--- src/design/psno_pkg.sv ---
// shared types, constants and helpers for the pulse/saw/noise oscillator
package psno_pkg;

    typedef enum logic [1:0] {
        MODE_NONE   = 2'd0,
        MODE_SQUARE = 2'd1,
        MODE_SAW    = 2'd2,
        MODE_NOISE  = 2'd3
    } t_mode;

    localparam int F_W    = 48;  // pitch * fine_tune after the octave shift
    localparam int NUM_W  = 54;  // sample_rate << 28 after the octave shift
    localparam int WF_W   = 21;  // width fraction, signed q16
    localparam int HL_W   = 18;  // hold length, signed q12
    localparam int SR_W   = 18;
    localparam int DIV_NW = 64;
    localparam int DIV_DW = 56;

    localparam logic [2:0] REG_WAVEFORM     = 3'd0;
    localparam logic [2:0] REG_OCTAVE_SHIFT = 3'd1;
    localparam logic [2:0] REG_FINE_TUNE    = 3'd2;
    localparam logic [2:0] REG_BASE_WIDTH   = 3'd3;
    localparam logic [2:0] REG_HOLD_SECONDS = 3'd4;
    localparam logic [2:0] REG_MOD_DEPTH    = 3'd5;
    localparam logic [2:0] REG_SAMPLE_RATE  = 3'd6;

    localparam logic [23:0] DEFAULT_PITCH = 24'd28160;  // 110 hz in 1/256 hz
    localparam logic [31:0] LFSR_TOGGLE   = 32'h8020_0003;
    localparam logic [15:0] NOISE_MOD     = 16'd32767;

    typedef struct packed {
        t_mode              mode;
        logic signed [4:0]  oct;
        logic [15:0]        fine;
        logic [15:0]        base;
        logic [15:0]        hold;
        logic signed [15:0] depth;
        logic [SR_W-1:0]    sr;
    } t_cfg;

    typedef struct packed {
        t_mode                   mode;
        logic [F_W-1:0]          f;
        logic [NUM_W-1:0]        num;
        logic signed [WF_W-1:0]  wf;
        logic signed [HL_W-1:0]  hl;
    } t_item;

    typedef enum logic [3:0] {
        B_IDLE,
        B_DIV_CYC,
        B_MUL_LO,
        B_MUL_HI,
        B_PHASE,
        B_DIV_SAW,
        B_NZ_LEN,
        B_NZ_STEP,
        B_NZ_HOLD,
        B_OUT
    } t_bstate;

    function automatic logic signed [15:0] sat16(input logic signed [65:0] v);
        logic signed [15:0] r;
        if (v > 66'sd32767) begin
            r = 16'sh7FFF;
        end else if (v < -66'sd32768) begin
            r = 16'sh8000;
        end else begin
            r = v[15:0];
        end
        return r;
    endfunction

endpackage

--- src/design/psno_front.sv ---
// front end: takes a tick, classifies the mode and forms the state-free products
module psno_front (
    input  logic                i_clk,
    input  logic                i_rst_n,
    input  psno_pkg::t_cfg      i_cfg,
    input  logic                i_in_valid,
    output logic                o_in_ready,
    input  logic                i_pitch_present,
    input  logic [23:0]         i_pitch_hz,
    input  logic signed [15:0]  i_width_mod,
    input  logic signed [15:0]  i_hold_mod,
    output logic                o_item_valid,
    output psno_pkg::t_item     o_item,
    input  logic                i_item_ready
);
    import psno_pkg::*;

    logic               r_v;
    t_item              r_item;
    t_item              n_item;
    logic signed [4:0]  oct_c;
    logic [3:0]         up_sh;
    logic [3:0]         dn_sh;
    logic [23:0]        pitch;
    logic [39:0]        f_raw;
    logic signed [31:0] wprod;
    logic signed [31:0] hprod;
    logic               accept;

    always_comb begin
        if (i_cfg.oct > 5'sd8) begin
            oct_c = 5'sd8;
        end else if (i_cfg.oct < -5'sd8) begin
            oct_c = -5'sd8;
        end else begin
            oct_c = i_cfg.oct;
        end
    end

    assign up_sh = (oct_c > 5'sd0) ? oct_c[3:0] : 4'd0;
    assign dn_sh = (oct_c < 5'sd0) ? 4'((-oct_c)) : 4'd0;
    assign pitch = i_pitch_present ? i_pitch_hz : DEFAULT_PITCH;
    assign f_raw = 40'(pitch) * 40'(i_cfg.fine);
    assign wprod = $signed({{16{i_width_mod[15]}}, i_width_mod})
                 * $signed({{16{i_cfg.depth[15]}}, i_cfg.depth});
    assign hprod = $signed({{16{i_hold_mod[15]}}, i_hold_mod})
                 * $signed({{16{i_cfg.depth[15]}}, i_cfg.depth});

    always_comb begin
        n_item.mode = i_cfg.mode;
        n_item.f    = F_W'(f_raw) << up_sh;
        n_item.num  = (NUM_W'(i_cfg.sr) << 28) << dn_sh;
        // arithmetic shift of the product is the floor division
        n_item.wf   = $signed({5'b0, i_cfg.base}) + $signed(wprod[31:11]);
        n_item.hl   = $signed({2'b0, i_cfg.hold}) + $signed({hprod[31], hprod[31:15]});
    end

    assign o_in_ready   = !r_v || i_item_ready;
    assign accept       = i_in_valid && o_in_ready;
    assign o_item_valid = r_v;
    assign o_item       = r_item;

    always_ff @(posedge i_clk) begin
        if (!i_rst_n) begin
            r_v <= 1'b0;
        end else if (accept) begin
            r_v <= 1'b1;
        end else if (i_item_ready) begin
            r_v <= 1'b0;
        end
    end

    always_ff @(posedge i_clk) begin
        if (accept) begin
            r_item <= n_item;
        end
    end

endmodule

--- config.mk ---
export PLATFORM = sky130hd
export DESIGN_NAME = psno_front
export DESIGN_NICKNAME = d
export VERILOG_FILES = /design/src/design/psno_pkg.sv /design/src/design/psno_front.sv
export SDC_FILE = /design/constraint.sdc
export NUM_CORES = 2
export LEC_CHECK = 0
export BUFFER_PORTS_ARGS = -buffer_cell sky130_fd_sc_hd__buf_4
export CORE_MARGIN = 3
export CORE_UTILIZATION = 40
export CTS_BUF_LIST = sky130_fd_sc_hd__clkbuf_4 sky130_fd_sc_hd__clkbuf_8
export DETAILED_ROUTE_END_ITERATION = 16
export PLACE_DENSITY_LB_ADDON = 0.12
export SYNTH_ARGS = -nofsm -noshare
export SYNTH_HDL_FRONTEND = slang
export SYNTH_SLANG_ARGS = --single-unit
--- constraint.sdc ---
create_clock -name i_clk -period 8.52 [get_ports i_clk]
set_clock_uncertainty 0.05 [all_clocks]
set_input_delay 1.278 -clock i_clk [delete_from_list [all_inputs] [get_ports i_clk]]
set_output_delay 1.278 -clock i_clk [all_outputs]
set_load 0.01 [all_outputs]
=== Yosys cells after proc, flatten, opt, wreduce, memory -nomap -nowiden ===
Cells that the tools add are included.

* Order comparisons: 4
* Shifts and indexed selects: 2
* Bitwise operators: 0
* Muxes and demuxes: 7
* Reduce and logical (&&, ||, !) cells: 4
* Divide/modulo/power cells: 0
* $mul: 3
* Add/sub/neg operators: 3
* Eq/ne operators: 0

{| class="wikitable"
|+ Operators with widths
! cell !! number
|-
| $mul 16x16->32 || 2
|-
| $shl 46x4->54 || 1
|-
| $shl 40x4->48 || 1
|-
| $mul 24x16->40 || 1
|-
| $mux 24 || 1
|-
| $add 17x21->21 || 1
|-
| $add 17x17->18 || 1
|-
| $mux 5 || 2
|-
| $mux 4 || 2
|-
| $gt 5x1->1 const B || 1
|-
| $gt 5x5->1 const B || 1
|-
| $lt 5x1->1 const B || 1
|-
| $lt 5x4->1 const B || 1
|-
| $neg 4->4 || 1
|-
| $mux 1 || 2
|-
| $reduce_bool 2->1 || 1
|-
| $logic_and 1x1->1 || 1
|-
| $logic_not 1->1 || 1
|-
| $logic_or 1x1->1 || 1
|}

* Bits in writable memories: 0
* Memories: 0
* Latch bits: 0
* Bits in read-only memories: 0
* Logic and storage cells: 29
* Register bits after elaboration: 144

=== Longest topological paths before layout ===
* Depth in word-level cells: 6
* Depth in mapped cells: 38
* Mapped depth without buffers: 37

=== Least setup slack after synthesis ===
Ideal clock, no wire load.

* Path type: input port to flip-flop
* From: in i_cfg[19] in the netlist's numbering
* To: reg r_item (netlist bit o_item[38]) (data pin)
* Cell stages on the path: 33
* Data required time: 8208 ps
* Library setup time: 262 ps
* Setup slack: -148 ps
* Data arrival time: 8357 ps
* Path through: clkbuf_1 -> clkbuf_1 -> nand2_1 -> fa_1 -> fa_1 -> fa_1 -> inv_1 -> fa_1 -> fa_1 -> inv_1 -> fa_1 -> inv_1 -> ha_1 -> a21o_1 -> a21o_1 -> a21oi_1 -> nand2_1 -> and2_1 -> o21a_1 -> nor2_1 -> xnor2_1 -> ha_1 -> nand3_1 -> nor3_1 -> a211oi_1 -> o31ai_1 -> a21oi_1 -> o21bai_1 -> nand4bb_1 -> nor3_1 -> a21oi_1 -> o2111ai_1 -> xnor2_1

{| class="wikitable"
|+ RTL lines
! what !! line !! source
|-
| start: declaration || psno_front.sv:5 || <nowiki>input psno_pkg::t_cfg i_cfg,</nowiki>
|-
| end signal: assignment || psno_front.sv:75 || <nowiki>r_item <= n_item;</nowiki>
|-
| end: declaration || psno_front.sv:19 || <nowiki>t_item r_item;</nowiki>
|}

==> impl_metrics.json <==
{
  "drt-pass1-iter-count": 6,
  "post_drt_wl_per_cell_um": 17.8,
  "nFillCells": 9423,
  "drc": 0,
  "grt_pass1_wl_um": 175000,
  "yosysWarnings": 0,
  "hold_viol_final": 0,
  "first_iter_violations": 1578,
  "nNetsFinal": 6072,
  "cp_max_fo": 6,
  "clock-root-buffer": "clkbuf_8",
  "grt_pass1_vias": 31500,
  "cts_tree": "done",
  "synth_compound_area_share_pct": 6.47,
  "r2r_start": "o_item_valid",
  "tns_ns": 0,
  "cap_violations": 0,
  "synth-xor-area-share_pct": 2.58,
  "crit_path_end_kind": "register",
  "synth_cells": 4301,
  "synth-simple-area-share_pct": 15.8,
  "die_y_um": 318,
  "htreeDepth": 4,
  "slew_viol_final": 0,
  "vias": 29800,
  "hold_ws_ns": 0.498,
  "synth_top_family_by_area": "adder cells",
  "critPathBufInv": 3,
  "cp_common_cell": "fa_1",
  "routed_wl_um": 108000,
  "gp_congestion": 0.884,
  "overflow": 0,
  "viasPerCell": 4.90,
  "ys_seq_area_share_pct": 8.90,
  "die-area_um2": 101000,
  "hold_path_class": "register to register",
  "synth_top_cell_by_area": "fa_1",
  "synthAdderAreaFrac_pct": 52.3,
  "hold_start": "o_item_valid",
  "grt_antenna_before_repair": 9,
  "setup_viol": 0,
  "startpoint": "i_cfg[22]",
  "crit_required_ns": 8.75,
  "rows": 113,
  "r2r_cells": 3,
  "fin_util_pct": 47.6,
  "area_growth_pct": 17.0,
  "ios": 295,
  "period_share_pct": 97.8,
  "fp.dieW_um": 318,
  "start_kind": "primary input",
  "synthMuxAreaShare_pct": 2.21,
  "syn_area_per_cell_um2": 9.08,
  "fp.coreArea_um2": 95900,
  "cts.sinks": 116,
  "grt_max_degree": 65,
  "critPathMaxStageDelay_ns": 0.60,
  "rsz0062_at_grt": "true",
  "cts_buffer_depth": 2,
  "clock.fmax_mhz": 120,
  "grt_use_total_pct": 21.9,
  "synth_top_area_share_pct": 42.6,
  "cts-hold-fix-buffers": 0,
  "worst_pin_slew_ns": 1.10,
  "synth-edff-count": 115,
  "yosysUniqueCellTypes": 83,
  "hpwl_um": 92800,
  "drive_above_1_share_pct": 16.5,
  "async_flop_share_pct": 0,
  "min_period_ns": 8.33,
  "synth_seq_cells": 116,
  "numCtsBuffers": 17,
  "io_buffer_count": 266,
  "relSlewSlack_pct": 26.6,
  "initial_core_util_pct": 40.7,
  "synth_ff_type": "edfxtp_1",
  "antenna_left": 0,
  "arrival_ns": 8.57,
  "syn-cell-area_um2": 39000,
  "critPathTopFamily": "adder cells",
  "worstSetupPathType": "primary input to register",
  "status": "finished, final reports clean",
  "clk_pin_slew_ns": 0.09,
  "slowest_stage": "fa_1",
  "yosys-top-cells-area": "fa_1 43%, ha_1 9.7%, inv_1 9.2%",
  "cp_num_cells": 35,
  "clock_latency_ns": 0.53,
  "hold_path_depth": 2
}
sequential cells by signal, summed over array words and instances (netlist names):
name          cells
o_item_valid      1
o_item          115
worst register-to-register path, stage by stage (launching register included):
cell and delay, ns:
dfxtp_1 0.32, nand2b_1 0.10, and2_4 0.70, buf_4 0.79
Yosys cell counts, types with 4 or more instances:
| cell type | count |
|---|---|
| inv_1 | 960 |
| fa_1 | 830 |
| nand2_1 | 599 |
| ha_1 | 304 |
| and2_1 | 282 |
| clkbuf_1 | 188 |
| nor2_1 | 136 |
| and3_1 | 126 |
| a21oi_1 | 117 |
| edfxtp_1 | 115 |
| xnor2_1 | 89 |
| mux2i_1 | 76 |
| o21ai_0 | 60 |
| nand3_1 | 37 |
| nand2b_1 | 33 |
| a21o_1 | 29 |
| buf_4 | 28 |
| nor3_1 | 27 |
| xor2_1 | 24 |
| a211oi_1 | 19 |
| o21a_1 | 17 |
| a31oi_1 | 15 |
| o21bai_1 | 15 |
| o22ai_1 | 15 |
| nor2b_1 | 13 |
| nand4_1 | 9 |
| a22oi_1 | 8 |
| buf_1 | 7 |
| mux2_2 | 7 |
| o31ai_1 | 7 |
| o211ai_1 | 6 |
| o21ai_1 | 6 |
| or3_1 | 6 |
| a211o_1 | 5 |
| o2111ai_1 | 5 |
| a221o_1 | 4 |
| a221oi_1 | 4 |
timing repair:
action | CTS | global route
endpoints found under the setup margin | 0 | 11
resized for setup | 0 | 74
setup buffers | 0 | 3
layout by cell type (no fill, tap or decap), types with 8 or more instances in the layout:
cell	count
nand2_1	597
nand4_1	9
clkbuf_8	17
nand2b_1	33
a31oi_1	15
a21oi_2	9
o22ai_1	15
diode_2	8
fa_1	826
nand3_1	35
o21bai_1	13
mux2i_1	76
o21ai_1	14
buf_12	13
xor2_1	24
a21o_1	29
buf_4	644
conb_1	28
nor2_1	130
nor3_1	25
and3_1	126
inv_1	958
and2_1	278
a22oi_1	8
ha_1	300
a211oi_1	16
o21ai_0	49
edfxtp_1	115
o21a_1	17
xnor2_1	87
nor2b_1	12
a21oi_1	106
layout make-up:
type                       instances  area (µm²)  share of cell area [%]
inverter                         962        3610                    7.91
sequential                       116        3470                    7.61
tap                             1265        1580                    3.47
clock inverter                    15         170                   0.373
timing repair buffer             665        5190                    11.4
clock buffer                      17         234                   0.513
antenna                            8        20.0                  0.0439
multi-input combinational       3026       31400                    68.7
final timing paths:
kind | endpoint | slack (ns)
hold reg to reg | o_item_valid | 0.50
hold / removal | o_item_valid | 0.50
setup reg to reg | o_item[38] | 6.14
setup / recovery | o_item[38] | 0.19
logic make-up after synthesis:
logic type	Yosys count
simple gates	1289
buf+inv	1186
fa+ha+maj	1134
compound gates	377
flops	116
xor+xnor	114
mux	84
other cells	1
routing by layer:
layer | share of wire, % | track usage (%) | up-vias
met5 | 0 | 0 | -
met4 | 2.2 | 5.59 | 0
met3 | 5.1 | 3.43 | 84
met2 | 45 | 33.8 | 631
met1 | 48 | 32.1 | 15000
li1 | - | - | 14000
metrics by stage:
step,instance area [µm²],std cells,setup slack [ns]
detailed placement,44900,6031,-0.552
CTS,45300,6063,0.0414
floorplan,39200,4328,0.00384
global placement,44900,6031,-0.438
global route,45700,6073,-0.188
finish,45700,6074,0.186
Power is not shown: default switching activity piles up to over one toggle a cycle in this logic, so the estimate is an artifact.
