File: config.mk
export PLATFORM = sky130hd
export DESIGN_NAME = psno_back
export DESIGN_NICKNAME = d
export VERILOG_FILES = /design/src/design/psno_pkg.sv /design/src/design/psno_div.sv /design/src/design/psno_back.sv
export SDC_FILE = /design/constraint.sdc
export NUM_CORES = 2
export LEC_CHECK = 0
export BUFFER_PORTS_ARGS = -buffer_cell sky130_fd_sc_hd__buf_2
export CORE_UTILIZATION = 37
export CTS_CLUSTER_DIAMETER = 120
export DETAILED_ROUTE_END_ITERATION = 7
export REMOVE_ABC_BUFFERS = 1
export SLEW_MARGIN = 10
export SYNTH_ARGS = -nofsm -noshare
export SYNTH_HDL_FRONTEND = slang
export SYNTH_SLANG_ARGS = --single-unit
File: constraint.sdc
create_clock -name i_clk -period 15.18 [get_ports i_clk]
set_input_delay 2.277 -clock i_clk [delete_from_list [all_inputs] [get_ports i_clk]]
set_output_delay 2.277 -clock i_clk [all_outputs]
set_load 0.02 [all_outputs]
File: src/design/psno_pkg.sv
// shared types, constants and helpers for the pulse/saw/noise oscillator
package psno_pkg;

    typedef enum logic [1:0] {
        MODE_NONE   = 2'd0,
        MODE_SQUARE = 2'd1,
        MODE_SAW    = 2'd2,
        MODE_NOISE  = 2'd3
    } t_mode;

    localparam int F_W    = 48;  // pitch * fine_tune after the octave shift
    localparam int NUM_W  = 54;  // sample_rate << 28 after the octave shift
    localparam int WF_W   = 21;  // width fraction, signed q16
    localparam int HL_W   = 18;  // hold length, signed q12
    localparam int SR_W   = 18;
    localparam int DIV_NW = 64;
    localparam int DIV_DW = 56;

    localparam logic [2:0] REG_WAVEFORM     = 3'd0;
    localparam logic [2:0] REG_OCTAVE_SHIFT = 3'd1;
    localparam logic [2:0] REG_FINE_TUNE    = 3'd2;
    localparam logic [2:0] REG_BASE_WIDTH   = 3'd3;
    localparam logic [2:0] REG_HOLD_SECONDS = 3'd4;
    localparam logic [2:0] REG_MOD_DEPTH    = 3'd5;
    localparam logic [2:0] REG_SAMPLE_RATE  = 3'd6;

    localparam logic [23:0] DEFAULT_PITCH = 24'd28160;  // 110 hz in 1/256 hz
    localparam logic [31:0] LFSR_TOGGLE   = 32'h8020_0003;
    localparam logic [15:0] NOISE_MOD     = 16'd32767;

    typedef struct packed {
        t_mode              mode;
        logic signed [4:0]  oct;
        logic [15:0]        fine;
        logic [15:0]        base;
        logic [15:0]        hold;
        logic signed [15:0] depth;
        logic [SR_W-1:0]    sr;
    } t_cfg;

    typedef struct packed {
        t_mode                   mode;
        logic [F_W-1:0]          f;
        logic [NUM_W-1:0]        num;
        logic signed [WF_W-1:0]  wf;
        logic signed [HL_W-1:0]  hl;
    } t_item;

    typedef enum logic [3:0] {
        B_IDLE,
        B_DIV_CYC,
        B_MUL_LO,
        B_MUL_HI,
        B_PHASE,
        B_DIV_SAW,
        B_NZ_LEN,
        B_NZ_STEP,
        B_NZ_HOLD,
        B_OUT
    } t_bstate;

    function automatic logic signed [15:0] sat16(input logic signed [65:0] v);
        logic signed [15:0] r;
        if (v > 66'sd32767) begin
            r = 16'sh7FFF;
        end else if (v < -66'sd32768) begin
            r = 16'sh8000;
        end else begin
            r = v[15:0];
        end
        return r;
    endfunction

endpackage

File: src/design/psno_div.sv
// radix-2 restoring divider, one quotient bit per cycle
module psno_div #(
    parameter int NW = 64,
    parameter int DW = 56
) (
    input  logic          i_clk,
    input  logic          i_rst_n,
    input  logic          i_start,
    input  logic [NW-1:0] i_num,
    input  logic [DW-1:0] i_den,
    output logic          o_done,
    output logic [NW-1:0] o_quot
);
    localparam int CW = $clog2(NW);

    logic          r_busy;
    logic          r_done;
    logic [CW-1:0] r_cnt;
    logic [NW-1:0] r_quot;
    logic [DW-1:0] r_rem;
    logic [DW-1:0] r_den;
    logic [DW:0]   rem_sh;
    logic [DW+1:0] diff;
    logic          ge;

    assign rem_sh = {r_rem, r_quot[NW-1]};
    assign diff   = {1'b0, rem_sh} - {2'b0, r_den};
    assign ge     = !diff[DW+1];
    assign o_done = r_done;
    assign o_quot = r_quot;

    always_ff @(posedge i_clk) begin
        if (!i_rst_n) begin
            r_busy <= 1'b0;
            r_done <= 1'b0;
            r_cnt  <= '0;
        end else begin
            r_done <= 1'b0;
            if (i_start) begin
                r_busy <= 1'b1;
                r_cnt  <= '0;
            end else if (r_busy) begin
                r_cnt <= r_cnt + 1'b1;
                if (r_cnt == CW'(NW-1)) begin
                    r_busy <= 1'b0;
                    r_done <= 1'b1;
                end
            end
        end
    end

    // numerator bits shift out of the top as quotient bits shift in
    always_ff @(posedge i_clk) begin
        if (i_start) begin
            r_quot <= i_num;
            r_rem  <= '0;
            r_den  <= i_den;
        end else if (r_busy) begin
            r_quot <= {r_quot[NW-2:0], ge};
            r_rem  <= ge ? diff[DW-1:0] : rem_sh[DW-1:0];
        end
    end

endmodule

File: src/design/psno_back.sv
// back end: cycle length, pulse width, phase, waveform and noise hold
module psno_back #(
    parameter int PHASE_BITS = 24
) (
    input  logic               i_clk,
    input  logic               i_rst_n,
    input  psno_pkg::t_cfg     i_cfg,
    input  logic               i_item_valid,
    input  psno_pkg::t_item    i_item,
    output logic               o_item_pop,
    output logic               o_out_valid,
    output logic signed [15:0] o_sample_out,
    input  logic               i_out_ready
);
    import psno_pkg::*;

    localparam int CW    = PHASE_BITS + 8;
    localparam int HW    = (CW + 1) / 2;
    localparam int ACC_W = WF_W + CW + 1;
    localparam int PW_W  = ACC_W - 24;
    localparam int E_W   = PW_W + 10;
    localparam int LP_W  = HL_W + SR_W + 1;
    localparam int LEN_W = LP_W - 12;
    localparam logic [CW-1:0] CYC_MAX = {{PHASE_BITS{1'b1}}, 8'b0};

    t_bstate                 r_state;
    t_bstate                 n_state;
    t_item                   r_item;
    logic [CW-1:0]           r_cyc;
    logic signed [ACC_W-1:0] r_acc;
    logic signed [PW_W-1:0]  r_pw;
    logic [PHASE_BITS-1:0]   r_ph;
    logic signed [LEN_W-1:0] r_len;
    logic [31:0]             r_lfsr;
    logic signed [15:0]      r_held;
    logic                    r_hit;
    logic                    r_rise;
    logic                    r_dneg;
    logic signed [15:0]      r_res;
    logic                    r_out_v;
    logic signed [15:0]      r_out;

    logic                    pop;
    logic                    div_start;
    logic [DIV_NW-1:0]       div_num;
    logic [DIV_DW-1:0]       div_den;
    logic                    div_done;
    logic [DIV_NW-1:0]       div_quot;
    logic                    out_load;

    logic signed [ACC_W-1:0] lo_prod;
    logic signed [ACC_W-1:0] hi_prod;
    logic signed [ACC_W-1:0] acc_f;
    logic signed [ACC_W-1:0] acc_adj;
    logic [PHASE_BITS-1:0]   ph_inc;
    logic                    ph_wrap;
    logic [PHASE_BITS-1:0]   pos;
    logic                    rise;
    logic signed [E_W-1:0]   n_val;
    logic signed [E_W-1:0]   d_val;
    logic signed [E_W-1:0]   d_abs;
    logic signed [LP_W-1:0]  lprod;
    logic signed [LP_W-1:0]  lprod_adj;
    logic                    nz_hit;
    logic [31:0]             lfsr_nx;
    logic [16:0]             fold1;
    logic [15:0]             fold2;
    logic [14:0]             lfsr_mod;
    logic [16:0]             held_wide;
    logic signed [15:0]      held_now;
    logic signed [65:0]      saw_wide;

    psno_div #(
        .NW(DIV_NW),
        .DW(DIV_DW)
    ) u_div (
        .i_clk   (i_clk),
        .i_rst_n (i_rst_n),
        .i_start (div_start),
        .i_num   (div_num),
        .i_den   (div_den),
        .o_done  (div_done),
        .o_quot  (div_quot)
    );

    // pulse width product, low then high half of the cycle length
    assign lo_prod = $signed(r_item.wf) * $signed({1'b0, r_cyc[HW-1:0]});
    assign hi_prod = $signed(r_item.wf) * $signed({1'b0, r_cyc[CW-1:HW]});
    assign acc_f   = r_acc + (hi_prod <<< HW);
    assign acc_adj = acc_f + (acc_f[ACC_W-1] ? ACC_W'(24'hFF_FFFF) : '0);

    assign ph_inc  = r_ph + 1'b1;
    assign ph_wrap = ({ph_inc, 8'b0} > r_cyc);
    assign pos     = ph_wrap ? '0 : ph_inc;
    assign rise    = ($signed({1'b0, pos}) < r_pw);
    assign n_val   = E_W'($signed({1'b0, pos}) - r_pw) <<< 8;
    assign d_val   = $signed({1'b0, r_cyc}) - (E_W'(r_pw) <<< 8);
    assign d_abs   = d_val[E_W-1] ? -d_val : d_val;

    assign lprod     = $signed(r_item.hl) * $signed({1'b0, i_cfg.sr});
    assign lprod_adj = lprod + (lprod[LP_W-1] ? LP_W'(12'hFFF) : '0);

    assign nz_hit  = ($signed({1'b0, ph_inc}) > r_len);
    assign lfsr_nx = {1'b0, r_lfsr[31:1]} ^ (r_lfsr[0] ? LFSR_TOGGLE : 32'h0);

    // mod 2^15-1 by folding 15-bit chunks
    assign fold1     = 17'(r_lfsr[14:0]) + 17'(r_lfsr[29:15]) + 17'(r_lfsr[31:30]);
    assign fold2     = 16'(fold1[14:0]) + 16'(fold1[16:15]);
    assign lfsr_mod  = (fold2 >= NOISE_MOD) ? 15'(fold2 - NOISE_MOD) : fold2[14:0];
    assign held_wide = {1'b0, lfsr_mod, 1'b0} - 17'(NOISE_MOD);
    assign held_now  = r_hit ? $signed(held_wide[15:0]) : r_held;

    always_comb begin
        if (r_rise) begin
            saw_wide = $signed({2'b0, div_quot}) - 66'sd32768;
        end else if (r_dneg) begin
            saw_wide = 66'sd32768 + $signed({2'b0, div_quot});
        end else begin
            saw_wide = 66'sd32768 - $signed({2'b0, div_quot});
        end
    end

    // next state
    always_comb begin
        n_state = r_state;
        case (r_state)
            B_IDLE: begin
                if (i_item_valid) begin
                    case (i_item.mode)
                        MODE_NONE:  n_state = B_OUT;
                        MODE_NOISE: n_state = B_NZ_LEN;
                        default:    n_state = B_DIV_CYC;
                    endcase
                end
            end
            B_DIV_CYC: begin
                if (div_done) begin
                    n_state = B_MUL_LO;
                end
            end
            B_MUL_LO:  n_state = B_MUL_HI;
            B_MUL_HI:  n_state = B_PHASE;
            B_PHASE: begin
                if (r_item.mode == MODE_SQUARE || (!rise && d_val == '0)) begin
                    n_state = B_OUT;
                end else begin
                    n_state = B_DIV_SAW;
                end
            end
            B_DIV_SAW: begin
                if (div_done) begin
                    n_state = B_OUT;
                end
            end
            B_NZ_LEN:  n_state = B_NZ_STEP;
            B_NZ_STEP: n_state = B_NZ_HOLD;
            B_NZ_HOLD: n_state = B_OUT;
            B_OUT: begin
                if (!r_out_v || i_out_ready) begin
                    n_state = B_IDLE;
                end
            end
            default:   n_state = B_IDLE;
        endcase
    end

    // control outputs
    always_comb begin
        pop       = 1'b0;
        div_start = 1'b0;
        div_num   = {{(DIV_NW-NUM_W){1'b0}}, i_item.num};
        div_den   = {{(DIV_DW-F_W){1'b0}}, i_item.f};
        out_load  = 1'b0;
        case (r_state)
            B_IDLE: begin
                pop       = i_item_valid;
                div_start = i_item_valid && (i_item.mode inside {MODE_SQUARE, MODE_SAW});
            end
            B_PHASE: begin
                if (rise) begin
                    div_num = DIV_NW'({pos, 16'b0});
                    div_den = DIV_DW'($unsigned(r_pw));
                end else begin
                    div_num = DIV_NW'({n_val[E_W-2:0], 16'b0});
                    div_den = DIV_DW'($unsigned(d_abs));
                end
                div_start = (r_item.mode == MODE_SAW) && (rise || d_val != '0);
            end
            B_OUT: begin
                out_load = !r_out_v || i_out_ready;
            end
            default: begin
            end
        endcase
    end

    assign o_item_pop   = pop;
    assign o_out_valid  = r_out_v;
    assign o_sample_out = r_out;

    always_ff @(posedge i_clk) begin
        if (!i_rst_n) begin
            r_state <= B_IDLE;
            r_out_v <= 1'b0;
            r_ph    <= '0;
            r_held  <= '0;
            r_lfsr  <= 32'd1;
        end else begin
            r_state <= n_state;
            if (out_load) begin
                r_out_v <= 1'b1;
            end else if (i_out_ready) begin
                r_out_v <= 1'b0;
            end
            if (r_state == B_PHASE) begin
                r_ph <= pos;
            end
            if (r_state == B_NZ_STEP) begin
                r_ph <= nz_hit ? '0 : ph_inc;
                if (nz_hit) begin
                    r_lfsr <= lfsr_nx;
                end
            end
            if (r_state == B_NZ_HOLD) begin
                r_held <= held_now;
            end
        end
    end

    always_ff @(posedge i_clk) begin
        if (out_load) begin
            r_out <= r_res;
        end
        case (r_state)
            B_IDLE: begin
                if (pop) begin
                    r_item <= i_item;
                    r_res  <= '0;
                end
            end
            B_DIV_CYC: begin
                if (div_done) begin
                    r_cyc <= (div_quot > DIV_NW'(CYC_MAX)) ? CYC_MAX : div_quot[CW-1:0];
                end
            end
            B_MUL_LO: begin
                r_acc <= lo_prod;
            end
            B_MUL_HI: begin
                r_pw <= acc_adj[ACC_W-1:24];
            end
            B_PHASE: begin
                r_rise <= rise;
                r_dneg <= d_val[E_W-1];
                if (r_item.mode == MODE_SQUARE) begin
                    r_res <= rise ? 16'sh7FFF : 16'sh8000;
                end else begin
                    r_res <= 16'sh8000;  // empty falling ramp
                end
            end
            B_DIV_SAW: begin
                if (div_done) begin
                    r_res <= sat16(saw_wide);
                end
            end
            B_NZ_LEN: begin
                r_len <= lprod_adj[LP_W-1:12];
            end
            B_NZ_STEP: begin
                r_hit <= nz_hit;
            end
            B_NZ_HOLD: begin
                // only -32767 scales past the q1.15 grid
                r_res <= (held_now == -16'sd32767) ? 16'sh8000 : held_now;
            end
            default: begin
            end
        endcase
    end

endmodule

After elaboration in Yosys (flattened, before gate mapping)
Cells that the tools add are included.

operators by class
  add/subtract/negate cells = 17
  multipliers = 3
  magnitude comparators = 7
  eq/ne operators = 21
  multiplexer cells = 43
  bitwise gates (word level) = 3
  reductions and logical operators = 25

operators by type and width
  kind                                                                     number
  66-bit 2-to-1 mux                                                        2
  16-bit 2-to-1 mux                                                        8
  64-bit 2-to-1 mux                                                        2
  24-bit 2-to-1 mux                                                        5
  55-bit 2-to-1 mux                                                        2
  40-bit 2-to-1 mux                                                        2
  21-bit by 17-bit multiplier with 38-bit output                           2
  66-bit by 16-bit > comparator with 1-bit output (second input constant)  1
  66-bit by 16-bit < comparator with 1-bit output (second input constant)  1
  16-bit by 64-bit adder with 65-bit output (first input constant)         1
  16-bit by 64-bit subtractor with 65-bit output (first input constant)    1
  64-bit by 16-bit subtractor with 65-bit output (second input constant)   1
  64-bit by 32-bit > comparator with 1-bit output (second input constant)  1
  16-bit one-hot mux with 4 select lines                                   1
  57-bit by 56-bit subtractor with 58-bit output                           1
  56-bit 2-to-1 mux                                                        1
  54-bit by 24-bit adder with 54-bit output                                1
  54-bit adder                                                             1
  48-bit 2-to-1 mux                                                        1
  40-bit logical NOT                                                       1
  39-bit negator with 40-bit output                                        1
  4-bit one-hot mux with 10 select lines                                   1
  40-bit nonzero test                                                      1
  33-bit by 38-bit subtractor with 39-bit output                           1
  other kinds (45)                                                         79

word-level totals
  flip-flop bits (word level) = 478
  bits of input ports = 236
  word-level logic and storage cells = 143

Longest topological paths before layout
  depth in word-level cells = 10
  gate-level depth with buffers = 50
  depth with buffers taken out = 47

By module
From an unflattened synthesis, not the netlist that was laid out.

unflattened totals
  cell total of the unflattened synthesis = 8302
  area, all modules = 72126.7 sq um

modules (own cells, without submodules)
  module     times used  cells each  area each (sq um)  sequential area each (sq um)
  psno_back  1           7211        61450.2            7577.3
  psno_div   1           1091        10676.5            4884.7

Least setup slack after synthesis
OpenSTA, ideal clock, no wires.

  path type = register to register
  start = register r_cyc[23]
  end = register r_pw[17], data pin
  library setup time = 0.265 ns
  arrival = 10.219 ns
  required time = 14.915 ns
  path slack = 4.696 ns
  stages on the path, launching flop included = 46
  path buffers = 3
  period minus slack after synthesis = 10.484 ns
  cells stage by stage = edfxtp_1 clkbuf_1 and2_1 fa_1 inv_1 fa_1 fa_1 fa_1 inv_1 fa_1 inv_1 fa_1 inv_1 ha_1 a21o_1 a21oi_1 nor2_1 nor2_1 [10 not listed] nand2_1 o31ai_2 nand3_1 a31o_2 and3_1 or2_2 buf_2 inv_1 ha_1 a21o_1 o21bai_1 and4b_1 a211oi_2 o2111ai_2 or2_2 clkbuf_1 nor4_1 xnor2_1

on the way
  cells in the longest elaborated chain, start to end = 4

RTL lines
  what                                                RTL line          RTL
  start: declaration                                  psno_back.sv:29   logic [CW-1:0] r_cyc;
  start signal: assignment                            psno_back.sv:243  r_cyc <= (div_quot > DIV_NW'(CYC_MAX)) ? CYC_MAX : div_quot[CW-1:0];
  21-bit by 17-bit multiplier with 38-bit output (*)  psno_back.sv:88   assign hi_prod = $signed(r_item.wf) * $signed({1'b0, r_cyc[CW-1:HW]});
  54-bit adder (*)                                    psno_back.sv:89   assign acc_f = r_acc + (hi_prod <<< HW);
  24-bit 2-to-1 mux                                   psno_back.sv:90   assign acc_adj = acc_f + (acc_f[ACC_W-1] ? ACC_W'(24'hFF_FFFF) : '0);
  54-bit by 24-bit adder with 54-bit output (*)       psno_back.sv:90
  named net acc_adj[41]                               psno_back.sv:54   logic signed [ACC_W-1:0] acc_adj;
  end signal: assignment                              psno_back.sv:250  r_pw <= acc_adj[ACC_W-1:24];
  end: declaration                                    psno_back.sv:31   logic signed [PW_W-1:0] r_pw;

Mark *: on every way through the listed nets, which the timed path passes. The rest lies on a longest branch.
A chain may end at the register's enable or synchronous reset.

Worst setup path after layout
  start = register r_item[27] (netlist name)
  end = register r_pw[20], data pin

on the way
  cells in the longest elaborated chain, start to end = 4

RTL lines
  what                                                RTL line          RTL
  start: declaration                                  psno_back.sv:28   t_item r_item;
  start signal: assignment                            psno_back.sv:237  r_item <= i_item;
  21-bit by 17-bit multiplier with 38-bit output (*)  psno_back.sv:88
  54-bit adder (*)                                    psno_back.sv:89
  24-bit 2-to-1 mux                                   psno_back.sv:90
  54-bit by 24-bit adder with 54-bit output (*)       psno_back.sv:90
  named net acc_adj[44]                               psno_back.sv:54

Marks and branches as above.

==> impl_results.md <==
* Synthesized cell area at 70100 µm²
* CTS max path bufs at 3
* IO Pins at 254
* First DRT Iteration DRCs at 3625
* Setup_tns at 0 ns
* Setup crit end kind: flop
* First-pass GRT wire length at 319 mm
* Hold Vio Cnt, Final at 0
* Post-route ant nets at 0
* Die H at 437 µm
* RD Place Congestion at 0.938
* Share of layout cells above drive strength 1 at 0.0600
* Synth warn at 0
* CTS root buffer: clkbuf_16
* Routed WL at 202 mm
* Post-layout net count at 9709
* Final period util at 0.826
* Crit-path most repeated cell: fa_1
* Port buffer count at 182
* Global route overflow at 0
* DR WL/cell at 19.2 µm
* Hold crit path type: reg -> reg
* Clock Pin Slew Worst Setup and Hold Paths at 0.06 ns
* Post_cts resized at 0
* Vias per cell at 5.28
* Sequential share of the synthesized area at 0.174
* # Post-CTS Setup Buffers at 0
* Worst EP arrival at 12.99 ns
* RSZ-0062 raised after global routing: false
* Largest fanout on the critical path at 21
* Core ar. at 188000 µm²
* Largest stage delay, worst path at 0.75 ns
* Initial Util at 0.373
* First-pass iteration count of the detailed router at 8
* Commonest non-fill, non-tap cell in the layout: inv_1
* Measured slew at the worst slew-check pin at 1.21 ns
* Post-synth EDFFs at 313
* Vias in the first global route at 56900
* Final setup viols at 0
* Slew HR at 0.186
* Most frequent cells in the layout: inv_1 (1347), fa_1 (934), nand2_1 (930)
* CTS buffer count at 60
* DP HPWL at 158 mm
* CTS H-tree lvls at 2
* # rows at 159
* Max_cap viols at 0
* WP data required at 15.63 ns
* CTS Sinks at 454
* Skew-Pair Late Insertion Delay at 0.76 ns
* Min Clock Period, post-route at 12.54 ns
* Ys flop type: edfxtp_1
* F_max at 79.8 MHz
* DRC viols at 26
* GRT Overall Usage at 0.211
* Startpoint Class: flop
* Chip width at 437 µm
* Largest net degree at the start of global routing at 98
* Number of synthesized register bits at 454
* Flop2flop setup slack at 2.64 ns
* Antenna violations before repair at 4
* Clock skew at 0.0614 ns
* Mapped Cells at 8022
* Critical path's slowest cell: edfxtp_1
* Syn-to-layout area delta at 7.66%
* Avg Cell Area, Syn at 8.73 µm²
* Crit path kind: reg -> reg
* CTS Hold Bufs at 0
* TritonCTS clock tree: built
* Failing checks: design-rule violations
* Vias post-DR at 55500
* Total die area at 191000 µm²
* Final Worst Setup Slack at 2.64 ns
* DP Worst Slack at 2.71 ns
* Fraction of registers with async set/reset at 0
* Final Max Tran Viols at 0
* Outcome: finished, violations left
* Yosys cell types at 107
metrics by stage:
stage | hold WS, ns | area, µm² | std cells | utilization
2_1_floorplan | 0.400 | 68600 | 7642 | -
4_1_cts | 0.384 | 75400 | 10500 | 0.401
5_1_grt | 0.410 | 75400 | 10500 | 0.401
3_5_place_dp | 0.407 | 73300 | 10400 | 0.390
3_3_place_gp | 0.407 | 73300 | 10400 | 0.390
6_report | 0.378 | 75400 | 10500 | 0.401
Yosys cell counts (all sizes together) (19+ instances only):
cell type	count	area [µm²]
inv	1349	5060
fa	934	18700
nand2	933	3500
ha	568	7110
and2	451	2820
nor2	418	1590
clkbuf	349	1310
a21oi	345	1730
edfxtp	313	9400
xnor2	282	2470
o21ai	259	1300
a21o	166	1250
dfxtp	141	2820
xor2	137	1210
nand3	127	636
nor3	124	641
a211oi	82	668
nand4	81	522
nor2b	75	469
and3	70	438
nand2b	66	415
nor4	56	388
mux2i	53	531
o21a	50	377
a31oi	44	275
o211ai	44	330
or2	41	256
o21bai	34	255
buf	31	160
o31ai	29	238
a21boi	25	188
or3	24	155
or4	23	176
a221oi	20	175
and4	19	166
sequential cells by signal (all words and copies together), names as in the netlist, 16 cells and up:
name,count
u_div.r_den,48
r_cyc,32
r_held,16
r_item,41
u_div.o_quot,64
u_div.r_rem,56
r_len,25
r_pw,30
r_lfsr,32
r_ph,24
r_res,16
o_sample_out,16
r_acc,38
area by class of cell:
class                      count  area [µm²]
fill                       18900      113000
multi-input combinational   5837       51300
sequential                   454       12200
inverter                    1351        5070
tap                         2495        3120
clock buffer                  72        1610
timing repair buffer         267        1550
clock inverter                42         485
antenna                        2        5.00
worst max-delay path: cells and delay by family (launching register included):
kind,cells,cell delay [ns]
and+or+nand+nor,9,2.33
AOI/OAI and AO/OA,16,3.85
xor gates and xnor gates,2,0.31
DFF,1,0.75
adders and majority gates,9,3.83
buffers and inverters,6,1.18
cell families after synthesis:
family,Yosys count,share of synthesized area
AND/OR/NAND/NOR,2555,0.179
buffers and inverters,1731,0.0934
adder cells (fa/ha/maj),1502,0.368
AO/OA/AOI/OAI,1304,0.124
flip-flops,454,0.174
XOR/XNOR,419,0.0525
multiplexers,57,0.00822
final timing paths:
path              cells past startpoint       start          endpoint
setup / recovery                     42  r_item[27]          r_pw[20]
setup reg to reg                     42  r_item[27]          r_pw[20]
hold / removal                        0   r_res[14]  o_sample_out[14]
hold reg to reg                       0   r_res[14]  o_sample_out[14]
layer usage:
layer  routed length (µm)  track usage  up-vias
li1                     -            -    26000
met1                89600        0.285    27600
met2                92700        0.347     1524
met3                11100       0.0231      314
met4                 8180       0.0782        2
met5                   13            0        -
Power is not shown: default switching activity piles up to over one toggle a cycle in this logic, so the estimate is an artifact.
