--- src/design/psno_fifo.sv ---
// small register queue between the front and back ends
module psno_fifo #(
    parameter int W     = 8,
    parameter int DEPTH = 2
) (
    input  logic         i_clk,
    input  logic         i_rst_n,
    input  logic         i_push,
    input  logic [W-1:0] i_data,
    output logic         o_ready,
    output logic         o_valid,
    output logic [W-1:0] o_data,
    input  logic         i_pop
);
    localparam int AW = (DEPTH > 1) ? $clog2(DEPTH) : 1;

    logic [W-1:0]  r_mem [DEPTH];
    logic [AW-1:0] r_wp;
    logic [AW-1:0] r_rp;
    logic [AW:0]   r_cnt;
    logic          push;
    logic          pop;

    assign o_ready = (r_cnt != (AW+1)'(DEPTH));
    assign o_valid = (r_cnt != '0);
    assign o_data  = r_mem[r_rp];
    assign push    = i_push && o_ready;
    assign pop     = i_pop && o_valid;

    always_ff @(posedge i_clk) begin
        if (!i_rst_n) begin
            r_wp  <= '0;
            r_rp  <= '0;
            r_cnt <= '0;
        end else begin
            if (push) begin
                r_wp <= (r_wp == AW'(DEPTH-1)) ? '0 : r_wp + 1'b1;
            end
            if (pop) begin
                r_rp <= (r_rp == AW'(DEPTH-1)) ? '0 : r_rp + 1'b1;
            end
            if (push && !pop) begin
                r_cnt <= r_cnt + 1'b1;
            end else if (pop && !push) begin
                r_cnt <= r_cnt - 1'b1;
            end
        end
    end

    always_ff @(posedge i_clk) begin
        if (push) begin
            r_mem[r_wp] <= i_data;
        end
    end

endmodule

--- config.mk ---
export PLATFORM = sky130hd
export DESIGN_NAME = psno_fifo
export DESIGN_NICKNAME = d
export VERILOG_FILES = /design/src/design/psno_fifo.sv
export SDC_FILE = /design/constraint.sdc
export NUM_CORES = 1
export LEC_CHECK = 0
export BUFFER_PORTS_ARGS = -buffer_cell sky130_fd_sc_hd__buf_2
export CORE_MARGIN = 2
export CORE_UTILIZATION = 47
export CTS_CLUSTER_DIAMETER = 120
export DETAILED_ROUTE_END_ITERATION = 12
export GPL_TIMING_DRIVEN = 0
export MAX_ROUTING_LAYER = met4
export PLACE_DENSITY = 0.73
export SYNTH_ARGS = -nofsm -noshare
export SYNTH_HDL_FRONTEND = slang
export SYNTH_SLANG_ARGS = --single-unit
--- constraint.sdc ---
create_clock -name i_clk -period 1.8 [get_ports i_clk]
set_clock_uncertainty 0.1 [all_clocks]
set_input_delay 0.09 -clock i_clk [delete_from_list [all_inputs] [get_ports i_clk]]
set_output_delay 0.09 -clock i_clk [all_outputs]
set_load 0.03 [all_outputs]
[Word-level counts from Yosys, hierarchy flattened]
Memory sizes are Yosys's and may differ from the RTL's. A register that Yosys moved wholly into a read port is not among the register bits.
Index checks and enable logic that the tools add are counted.
Word-level totals
  bits in registers: 4
  logic and storage cells: 25
  bits in writable memories: 16
  output and inout port bits: 10
  memories kept: 1
  bits of input ports: 12
Memory list
  r_mem: words 2, width 8, read ports 1, clocked after Yosys merged registers in 1, write ports 1, line 17  | logic [W-1:0] r_mem [DEPTH];
Cells by class
  mux-type cells: 8
  reduce and logical (&&, ||, !) cells: 8
  add/sub/neg operators: 4
  equality and inequality tests: 1
Operators by type and width (count)
  $mux W1: 6
  $logic_and A1 B1 Y1: 4
  $mux W2: 2
  $reduce_bool A2 Y1: 2
  $add A1 B1 Y1 const B: 2
  $add A2 B1 Y2 const B: 1
  $logic_not A1 Y1: 2
  $ne A2 B2 Y1 const B: 1
  $sub A2 B1 Y2 const B: 1

[Logic depth before layout (Yosys ltp)]
Gate-level depths: netlist of run 1.
  depth in word-level cells: 6
  mapped depth: 6
  depth with buffers taken out: 6

[Worst setup path after synthesis of run 1]
OpenSTA, ideal clock, no wires.
  path type: register to register
  from: reg r_cnt[0]
  to: reg r_cnt[1]
  data required time: 1630 ps
  setup slack: 151 ps
  data arrival time: 1479 ps
  period minus slack after synthesis: 1649 ps
  setup time: 70 ps
  cell stages (with the launch flop): 6
  buffers on the path: 0
  path through: dfxtp_1 > nand2b_4 > and2_1 > ha_1 > or3_1 > a21oi_1
On the way
  cells in the longest elaborated chain, start to end: 5
  elaborated cells on any way between the ends: 13
  those cells by class: 2 x add/sub; 1 x eq/ne; 2 x mux; 8 x reduce/logical
Ends and longest elaborated chain
  start, declared: line 20  | logic [AW:0] r_cnt;
  start signal, assigned: line 43  | r_cnt <= r_cnt + 1'b1;
  start signal, assigned: line 45  | r_cnt <= r_cnt - 1'b1;
  $ne A2 B2 Y1 (*): line 24  | assign o_ready = (r_cnt != (AW+1)'(DEPTH));
  named net o_ready: line 10  | output logic o_ready,
  $logic_and A1 B1 Y1 (*): line 27  | assign push = i_push && o_ready;
  $logic_not A1 Y1: line 44  | end else if (pop && !push) begin
  $logic_and A1 B1 Y1: line 44
  $reduce_bool A2 Y1 (no line)
Mark *: on every way through the listed nets, which the timed path passes. The rest lies on a longest branch. The select of a mux whose other input is x is not followed.
A chain may end at the register's enable or synchronous reset.

[Final worst setup path of run 1]
  from: reg r_cnt[0]
  to: reg r_cnt[1]
On the way
  cells in the longest elaborated chain, start to end: 5
  elaborated cells on any way between the ends: 13
  those cells by class: 2 x add/sub; 1 x eq/ne; 2 x mux; 8 x reduce/logical
Ends and longest elaborated chain
  parallel branches: the longest is 5 deep, another holds $sub A2 B1 Y2
Several ways; the timed one is not identified. The select of a mux whose other input is x is not followed.

==> results of run 1 <==
## registers in the layout, indices dropped and copies added, names as in the netlist, named ones only
register,flops
r_wp,1
r_cnt,2
r_rp,1
r_mem,16
## where the power goes
part	switching, uW	internal [uW]
Clock	126	86.2
Combinational	324	223
Sequential	42.1	615
Total	492	924
## worst paths after layout
| kind | start | endpoint | slack, ns |
|---|---|---|---|
| setup reg to reg | r_cnt[0]$_SDFFE_PN0P_ | r_cnt[1]$_SDFFE_PN0P_ | 0.14 |
| setup / recovery | r_cnt[0]$_SDFFE_PN0P_ | r_cnt[1]$_SDFFE_PN0P_ | 0.14 |
| hold / removal | i_pop | flip-flop | 0.12 |
| hold reg to reg | r_rp$_SDFFE_PN0P_ | flip-flop | 0.44 |
## final cells by class
class	instances	share of cell area, %
Sequential cell	21	54.72
Timing Repair Buffer	31	19.34
Tap cell	16	1.887
Buffer	1	0.4717
Multi-Input combinational cell	26	20.40
Inverter	2	0.7075
Clock buffer	4	2.476
## metrics by stage
| step | util [%] | hold slack (ns) | setup slack, ns | power (uW) |
|---|---|---|---|---|
| after floorplan | - | 0.08887 | 0.1511 | 1077 |
| after global placement | 59.95 | 0.1783 | 0.1632 | 1193 |
| after detailed placement | 59.95 | 0.1818 | 0.1554 | 1205 |
| after CTS | 68.06 | 0.1120 | 0.1255 | 1432 |
| after global routing | 68.06 | 0.1664 | 0.05629 | 1509 |
| final | 68.06 | 0.1211 | 0.1385 | 1416 |
## logic make-up (layout without fill, tap and decap cells)
family	after synthesis	after routing	share of synthesized area [%]
adders and majority gates	1	1	1.545
and+or+nand+nor	9	9	7.112
xor gates and xnor gates	3	3	3.246
AOI/OAI and AO/OA	5	5	3.710
muxes	8	8	11.13
DFF	21	21	71.72
buffers and inverters	3	38	1.545
## layer usage
| layer | track usage (%) | part of all wire (%) | vias to the layer above |
|---|---|---|---|
| li1 | - | - | 256 |
| met1 | 14.44 | 45 | 231 |
| met2 | 23.66 | 50 | 13 |
| met5 | - | 0 | - |
| met3 | 4.762 | 4.1 | 2 |
| met4 | 10.59 | 1.2 | 0 |
## cell usage in the layout, fill, tap and decap left out
cell / synthesis / layout
buf_2: 1 / 22
edfxtp_1: 16 / 16
dlygate4sd3_1: 0 / 10
mux2_2: 8 / 8
dfxtp_1: 5 / 5
xor2_1: 3 / 3
nor2_1: 3 / 3
clkbuf_4: 0 / 3
inv_1: 2 / 2
o21ai_0: 2 / 2
a21oi_1: 2 / 2
or2_2: 1 / 1
nand2b_4: 1 / 1
and2_1: 1 / 1
and3_1: 1 / 1
nand3b_1: 1 / 1
a21bo_2: 1 / 1
or3_1: 1 / 1
ha_1: 1 / 1
clkbuf_1: 0 / 1
## worst max-delay path: cells and delay by family (launching register included)
family / cells / cell delay [ns]
AOI/OAI and AO/OA: 1 / 0.14
and+or+nand+nor: 3 / 0.70
DFF: 1 / 0.37
adders and majority gates: 1 / 0.30
==> results.md, run 1 <==
- Clock Sinks: 21
- Finished Layout Cells: 101
- Die area: 2070 sq um
- CP max stage cell: dfxtp_1
- Hold Path Depth: 4
- I/O pin total: 22
- Most area-hungry cell type in the Yosys netlist: edfxtp_1
- Final min period: 1.662 ns
- Worst Tran Pin Value: 0.3716 ns
- Row Count: 14
- Synth Register Bits: 21
- Placed Area: 934.6 sq um
- Post_cts resized: 0
- Crit path capture type: flip-flop
- Number of global-route vias before repair: between 400 and 500
- Synth cell count leaders: 16 x edfxtp_1, 8 x mux2_2, 5 x dfxtp_1, 3 x nor2_1, 3 x xor2_1
- FFs w/ async S/R, synth: 0%
- Worst path arrival time: about 1.8 ns
- Sequential fraction of the synthesis area: 71.72%
- Nets@finish: 99
- Worst Path Required: 1.93 ns
- Cell Pwr Density: 1334 nW/um^2
- Input/output buffers: 21
- Crit-path cells: nand2b_4 -> and2_1 -> ha_1 -> or3_1 -> a21oi_1
- Crit-path max cell delay: 0.37 ns
- CTS Root Cell: clkbuf_4
- Layout area overhead: 31.07%
- Vias after detailed routing: 502
- Fin. Hold Viols: 0
- Die Ht: 45.50 um
- Starting Density: 51.93%
- Final setup fails: 0
- First DRT Iteration DRCs: 7
- Area occupied by multi-input gates: roughly 220 sq um
- Peak VDD IR: 809.8 uV
- # diodes: 0
- First-pass GRT wire length: between 1.5 and 2 mm
- Final GP Congestion: 0.6814
- Worst setup SP type: flip-flop
- Design area: 1061 sq um
- Avg Cell Area, Syn: 16.19 sq um
- DRC Markers: 0
- Post-CTS setup buffer count: 0
- Period utilisation layout: 92.31%
- CTS tree: yes
- Die W: 45.50 um
- Mapped Nets: 63
- Setup total negative slack: 0 ns
- GR Overflow Total: 0
- Fmax: 601.8 MHz
- Core ar.: about 1600 sq um
- Final wirelength: 1.205 mm
- Cells after Synth: 50
- Largest net degree at the start of global routing: 12
- CP max FO: 5
- Max_slew headroom: 75.22%
- Via-to-Cell Ratio: ~5.0
- Run status: finished, final reports clean
- First drt pass iteration count: 4
- Sequential cell area: 580.6 sq um
- GRT Overall Usage: 14.59%
- DP Cell Count: 87
- Filler cell count in the final layout: 114
- Ys Warns: 0
- CTS clock-pin slew for the worst setup and hold paths: 0.10 ns
- Total CTS buffers: 3
- Max-cap violations: 0
- Type of the most critical hold path: input pin to flip-flop
- DP HPWL: approximately 800 um
- H-tree Lvls: 1
- Cell variety after synth: 17
- EDFF count, synth: 16
- Clk buf depth: 2
- Routed Antenna Nets: 0
- Wire per inst: 11.93 um
- Clk_lat worst skew: slightly below 0.3 ns
- CP Class: flip-flop to flip-flop
- Layout cell share with drive strength beyond 1: a little over two fifths
- Synth Cell Area: 809.5 sq um
- Main area contributors after synthesis: edfxtp_1 59%, dfxtp_1 12%, mux2_2 11%, xor2_1 3.2%, nand2b_4 1.7%
- Pleak: between 0.0004 and 0.0005 uW
- Top-count cell post-synth: edfxtp_1
- CTS Hold Buffers Added: 10
- Top_reg_cell synth: edfxtp_1
- Reg2reg path depth: 5
- Initial antenna violation count: 0
- Max-slew violations: 0
- RSZ-0062 raised after global routing: no
- Synth top area share: 59.35%
Power figures use the tool's default switching activity.
==> run 2, diff against run 1 <==
Settings changed: CELL_PAD_IN_SITES_DETAIL_PLACEMENT set to 1, CELL_PAD_IN_SITES_GLOBAL_PLACEMENT set to 2, CORE_UTILIZATION 47 to 34, PLACE_DENSITY 0.73 to unset, PLACE_DENSITY_LB_ADDON set to 0.1.
==> results.md, run 2 (synthesis gave the netlist of run 1 again) <==
- Core ar.: 2233 sq um (+43%)
- P_sw: 500.9 uW (+1.8%)
- Largest net degree at the start of global routing: 12 (unchanged)
- Initial antenna violation count: 0 (unchanged)
- Total CTS buffers: 3 (unchanged)
- Row Count: 17 (+3)
- CP max stage cell: or3_1
- Layout area overhead: 32.92%
- Internal: 924.2 uW (about the same)
- Max-cap violations: 0 (unchanged)
- First-pass GRT wire length: 2.297 mm (+20%)
- Largest Register: r_mem
- Wire per inst: 11.87 um (-0.53%)
- Worst path depth: 5 (unchanged)
- Reg2reg path depth: 5 (unchanged)
- RSZ-0062 raised after global routing: no
- Starting Density: 36.25% (-16 points)
- # diodes: 0 (unchanged)
- Die area: 2787 sq um (+35%)
- Final wirelength: 1.341 mm (+11%)
- Top delay family on crit path: simple AND/OR/NAND/NOR gates
- Top flop regs: r_mem: 16 flops, r_cnt: 2 flops
- DRC Markers: 0 (unchanged)
- CTS Root Cell: clkbuf_4
- Max_slew headroom: 73.26% (-2.0 points)
- Crit-path max cell delay: 0.38 ns (about the same)
- GR Overflow Total: 0 (unchanged)
- I/O pin total: 22 (unchanged)
- First drt pass iteration count: 2 (-2)
- Logic pwr share: 39.0% (+0.4 points)
- Sw Ratio: 35.15% (+0.40 points)
- Via-to-Cell Ratio: 4.460 (-10%)
- Final min period: 1.699 ns (+0.03751 ns)
- Post-CTS setup buffer count: 0 (unchanged)
- Commonest non-fill, non-tap cell in the layout: buf_2
- Nets@finish: 99 (unchanged)
- Number of global-route vias before repair: 529 (+13%)
- CTS clock-pin slew for the worst setup and hold paths: 0.10 ns (about the same)
- Clock Sinks: 21 (unchanged)
- Bufs and invs on worst path: 0 (unchanged)
- First DRT Iteration DRCs: 2 (-5)
- Max-slew violations: 0 (unchanged)
- Vias after detailed routing: 504 (+0.40%)
- Max FFs per register: 16 (unchanged)
- Design area: 1076 sq um (+1.4%)
- Die Ht: 52.80 um (+16%)
- CP Class: flip-flop to flip-flop
- Clk_lat worst skew: 0.29 ns (about the same)
- Crit-path cells: nand2b_4 -> and2_1 -> ha_1 -> or3_1 -> a21oi_1
- Fmax: 588.6 MHz (-2.2%)
- Post_cts resized: 0 (unchanged)
- Sequential power share: 46.0% (-0.4 points)
- Input/output buffers: 21 (unchanged)
- Clk pwr share: 15.0% (about the same)
- Setup total negative slack: 0 ns (unchanged)
- Cell Pwr Density: 1324 nW/um^2 (-0.75%)
- Period utilisation layout: 94.39% (+2.1 points)
- Type of the most critical hold path: input pin to flip-flop
- CP max FO: 5 (unchanged)
- Clk buf depth: 2 (unchanged)
- Pleak: 0.0004341 uW (unchanged)
- Commonest cells after routing, fill and taps aside: 22 x buf_2, 16 x edfxtp_1, 10 x dlygate4sd3_1, 8 x mux2_2, 5 x dfxtp_1
- Hold Path Depth: 4 (unchanged)
- Worst setup SP type: flip-flop
- Worst path arrival time: 1.83 ns (+0.04 ns)
- Peak VDD IR: 593.0 uV (-27%)
- Crit path capture type: flip-flop
- Final setup fails: 0 (unchanged)
- Placed Area: 949.7 sq um (+1.6%)
- H-tree Lvls: 1 (unchanged)
- Final GP Congestion: 0.6618 (-2.9%)
- Run status: finished, final reports clean
- Fin. Hold Viols: 0 (unchanged)
- CTS tree: yes
- Routed Antenna Nets: 0 (unchanged)
- GRT Overall Usage: 12.29% (-2.3 points)
- Layout cell share with drive strength beyond 1: 42.35% (unchanged)
- Worst Path Required: 1.93 ns (about the same)
- DP HPWL: 907.3 um (+10%)
- Final core utilization: 48.18% (-20 points)
- Die W: 52.80 um (+16%)
- Worst Tran Pin Value: 0.4012 ns (+0.02954 ns)
==> run 2: cell counts in the layout (fill, tap and decap cells not counted) <==
No cell type changed its count.
==> run 2: layout make-up <==
cell class              count  area (sq um)
plain buffers               1         5.005
repair buffers             31         205.2
well taps                  28         35.03
clock buffers               4         26.28
inverters                   2         7.507
fillers                   238          1157
multi-input cells          26         216.5
flip-flops and latches     21         580.6
==> run 2: path summary, 6_finish.rpt <==
kind / endpoint / startpoint / slack (ns)
worst max register to register: r_cnt[1]$_SDFFE_PN0P_ / r_cnt[0]$_SDFFE_PN0P_ / 0.10
worst min register to register: r_rp$_SDFFE_PN0P_ / r_rp$_SDFFE_PN0P_ / 0.43
worst min-delay path: r_rp$_SDFFE_PN0P_ / i_pop / 0.12
worst max-delay path: r_cnt[1]$_SDFFE_PN0P_ / r_cnt[0]$_SDFFE_PN0P_ / 0.10
==> run 2: power groups by stage <==
stage | combinational (uW) | sequential, uW | clock [uW]
after floorplan | 419 | 658 | 0
after global placement | 539 | 667 | 0
after detailed placement | 546 | 668 | 0
after CTS | 566 | 656 | 232
after global routing | 614 | 666 | 255
final | 555 | 655 | 214
==> run 2: stage by stage <==
step | worst slack [ns] | hold slack, ns | total power (uW) | std cells
after global placement | 0.1452 | 0.1787 | 1207 | 99
after global routing | 0.0006848 | 0.1422 | 1534 | 113
final | 0.1009 | 0.1167 | 1425 | 113
after floorplan | 0.1511 | 0.08887 | 1077 | 50
after detailed placement | 0.1343 | 0.1814 | 1214 | 99
after CTS | 0.09328 | 0.1101 | 1454 | 113
==> run 2: worst min-delay path: stages <==
cell	delay, ns
buf_2	0.09
o21ai_0	0.12
xor2_1	0.10
nor2_1	0.08
==> run 2: per-layer routing <==
| metal | share of wire [%] | vias up | GRT usage [%] |
|---|---|---|---|
| met2 | 51 | 15 | 20.83 |
| met5 | 0 | - | - |
| met3 | 5.1 | 2 | 3.714 |
| met4 | 0.82 | 0 | 5.128 |
| met1 | 43 | 236 | 13.35 |
| li1 | - | 251 | - |
==> run 2: timing repair <==
| action | in CTS | in global routing |
|---|---|---|
| hold endpoints to repair | 20 | 0 |
| hold buffers | 10 | 0 |
| endpoints found under the setup margin | 0 | 0 |
==> run 3, diff against run 2 <==
Settings changed: MAX_ROUTING_LAYER met4 to unset, REMOVE_ABC_BUFFERS set to 1.
==> results.md, run 3 (synthesis gave the netlist of run 1 again) <==
- Nets@finish: 97 (-2.0%)
- CP max FO: 5 (unchanged)
- Type of the most critical hold path: input pin to flip-flop
- Worst setup SP type: flip-flop
- Period utilisation layout: 93.77% (-0.62 points)
- Core ar.: 2233 sq um (unchanged)
- Clk buf depth: 2 (unchanged)
- Die W: 52.80 um (unchanged)
- GR Overflow Total: 0 (unchanged)
- Top delay family on crit path: simple AND/OR/NAND/NOR gates
- Input/output buffers: 21 (unchanged)
- Largest net degree at the start of global routing: 12 (unchanged)
- Routed Antenna Nets: 0 (unchanged)
- DRC Markers: 0 (unchanged)
- Fin. Hold Viols: 0 (unchanged)
- CTS clock-pin slew for the worst setup and hold paths: 0.11 ns (about the same)
- Bufs and invs on worst path: 0 (unchanged)
- Worst Tran Pin Value: 0.3778 ns (-0.02335 ns)
- Die Ht: 52.80 um (unchanged)
- DP Cell Count: 98 (-1.0%)
- Wire per inst: 12.96 um (+9.2%)
- M3 GR Usage: 2.857% (-0.86 points)
- DP HPWL: 1.067 mm (+18%)
- Final wirelength: 1.439 mm (+7.3%)
- Met2 Resource Use GR: 21.04% (+0.21 points)
- First-pass GRT wire length: 2.235 mm (-2.7%)
- Crit-path cells: nand2b_4 -> and2_1 -> ha_1 -> or3_1 -> a21oi_1
- Run status: finished, final reports clean
- Pleak: 0.0004247 uW (-2.2%)
- Commonest non-fill, non-tap cell in the layout: buf_2
- Die area: 2787 sq um (unchanged)
- Via-to-Cell Ratio: 4.613 (+3.4%)
- Total CTS buffers: 3 (unchanged)
- Post_cts resized: 0 (unchanged)
- H-tree Lvls: 1 (unchanged)
- Max-slew violations: 0 (unchanged)
- Number of global-route vias before repair: 498 (-5.9%)
- CTS Root Cell: clkbuf_4
- Peak VDD IR: 821.5 uV (+39%)
- Setup total negative slack: 0 ns (unchanged)
- Area occupied by multi-input gates: 216.5 sq um (unchanged)
- Row Count: 17 (unchanged)
- Final setup fails: 0 (unchanged)
- Placed Area: 944.7 sq um (-0.53%)
- First drt pass iteration count: 3 (+1)
- Largest Register: r_mem
- Final min period: 1.688 ns (-0.01124 ns)
- CTS tree: yes
- CP Class: flip-flop to flip-flop
- Starting Density: 36.25% (unchanged)
- Max FFs per register: 16 (unchanged)
- Max-cap violations: 0 (unchanged)
- Most used routing layer: met2
- Clock Sinks: 21 (unchanged)
- Cell Pwr Density: 1343 nW/um^2 (+1.4%)
- GRT Overall Usage: 11.70% (-0.59 points)
- I/O pin total: 22 (unchanged)
- Met1 usage: 12.32% (-1.0 points)
- CP max stage cell: or3_1
- Sequential cell area: 580.6 sq um (unchanged)
- First DRT Iteration DRCs: 1 (-1)
- RSZ-0062 raised after global routing: no
- Top flop regs: r_mem: 16 flops, r_cnt: 2 flops
- # diodes: 0 (unchanged)
- Initial antenna violation count: 0 (unchanged)
- Crit path capture type: flip-flop
- Layout area overhead: 31.07%
- Finished Layout Cells: 111 (-1.8%)
- Worst path arrival time: 1.82 ns (about the same)
- Max_slew headroom: 74.81% (+1.6 points)
- Layout cell share with drive strength beyond 1: 42.17% (-0.18 points)
- Filler cell count in the final layout: 244 (+2.5%)
- Worst Path Required: 1.93 ns (about the same)
- Design area: 1061 sq um (-1.4%)
- Vias after detailed routing: 512 (+1.6%)
- Crit-path max cell delay: 0.38 ns (about the same)
- Clk_lat worst skew: 0.29 ns (about the same)
- Fmax: 592.5 MHz (+0.67%)
- Commonest cells after routing, fill and taps aside: 21 x buf_2, 16 x edfxtp_1, 9 x dlygate4sd3_1, 8 x mux2_2, 5 x dfxtp_1
- Final GP Congestion: 0.6369 (-3.8%)
[run 3: per-stage QoR]
step	hold WS (ns)	setup WS (ns)	power [uW]	utilization, %
finish	0.03072	0.1122	1425	47.51
global route	0.02165	0.03804	1513	47.51
CTS	0.01131	0.08321	1453	47.51
detailed placement	0.1859	0.1124	1218	42.30
global placement	0.1780	0.1507	1197	42.30
floorplan	0.08887	0.1511	1071	-
[run 3: power by group]
part           switching, uW  internal (uW)  total (uW)
clock                    130           86.1         216
combinational            310            217         527
sequential              66.8            615         682
total                    507            918        1430
[run 3: cell type report]
cell class	count	share of cell area (%)
tap	28	3.302
inverter	2	0.7075
timing repair buffer	30	18.40
sequential	21	54.72
multi-input combinational	26	20.40
clock buffer	4	2.476
[run 3: what timing repair did]
action / in CTS / in global routing
hold buffers: 9 / 0
hold endpoints to repair: 21 / 0
buffers inserted: 0 / 0
endpoints found under the setup margin: 0 / 0
[run 3: metal layers]
| layer | share of wire (%) | vias up |
|---|---|---|
| li1 | - | 246 |
| met1 | 39 | 251 |
| met2 | 55 | 13 |
| met3 | 4.7 | 2 |
| met4 | 1.2 | 0 |
| met5 | 0 | - |
[run 3: final timing paths]
path / start / end / slack (ns) / cells after the start
worst max-delay path: r_cnt[0]$_SDFFE_PN0P_ / r_cnt[1]$_SDFFE_PN0P_ / 0.11 / 5
worst min-delay path: i_push / r_wp$_SDFFE_PN0N_ / 0.03 / 3
worst max register to register: r_cnt[0]$_SDFFE_PN0P_ / r_cnt[1]$_SDFFE_PN0P_ / 0.11 / 5
worst min register to register: r_rp$_SDFFE_PN0P_ / flip-flop / 0.42 / 2
[run 3: worst reg2reg max path, cell delays in order, from the launching register on]
cell and delay [ns]:
dfxtp_1 0.37, nand2b_4 0.17, and2_1 0.16, ha_1 0.32, or3_1 0.38, a21oi_1 0.14
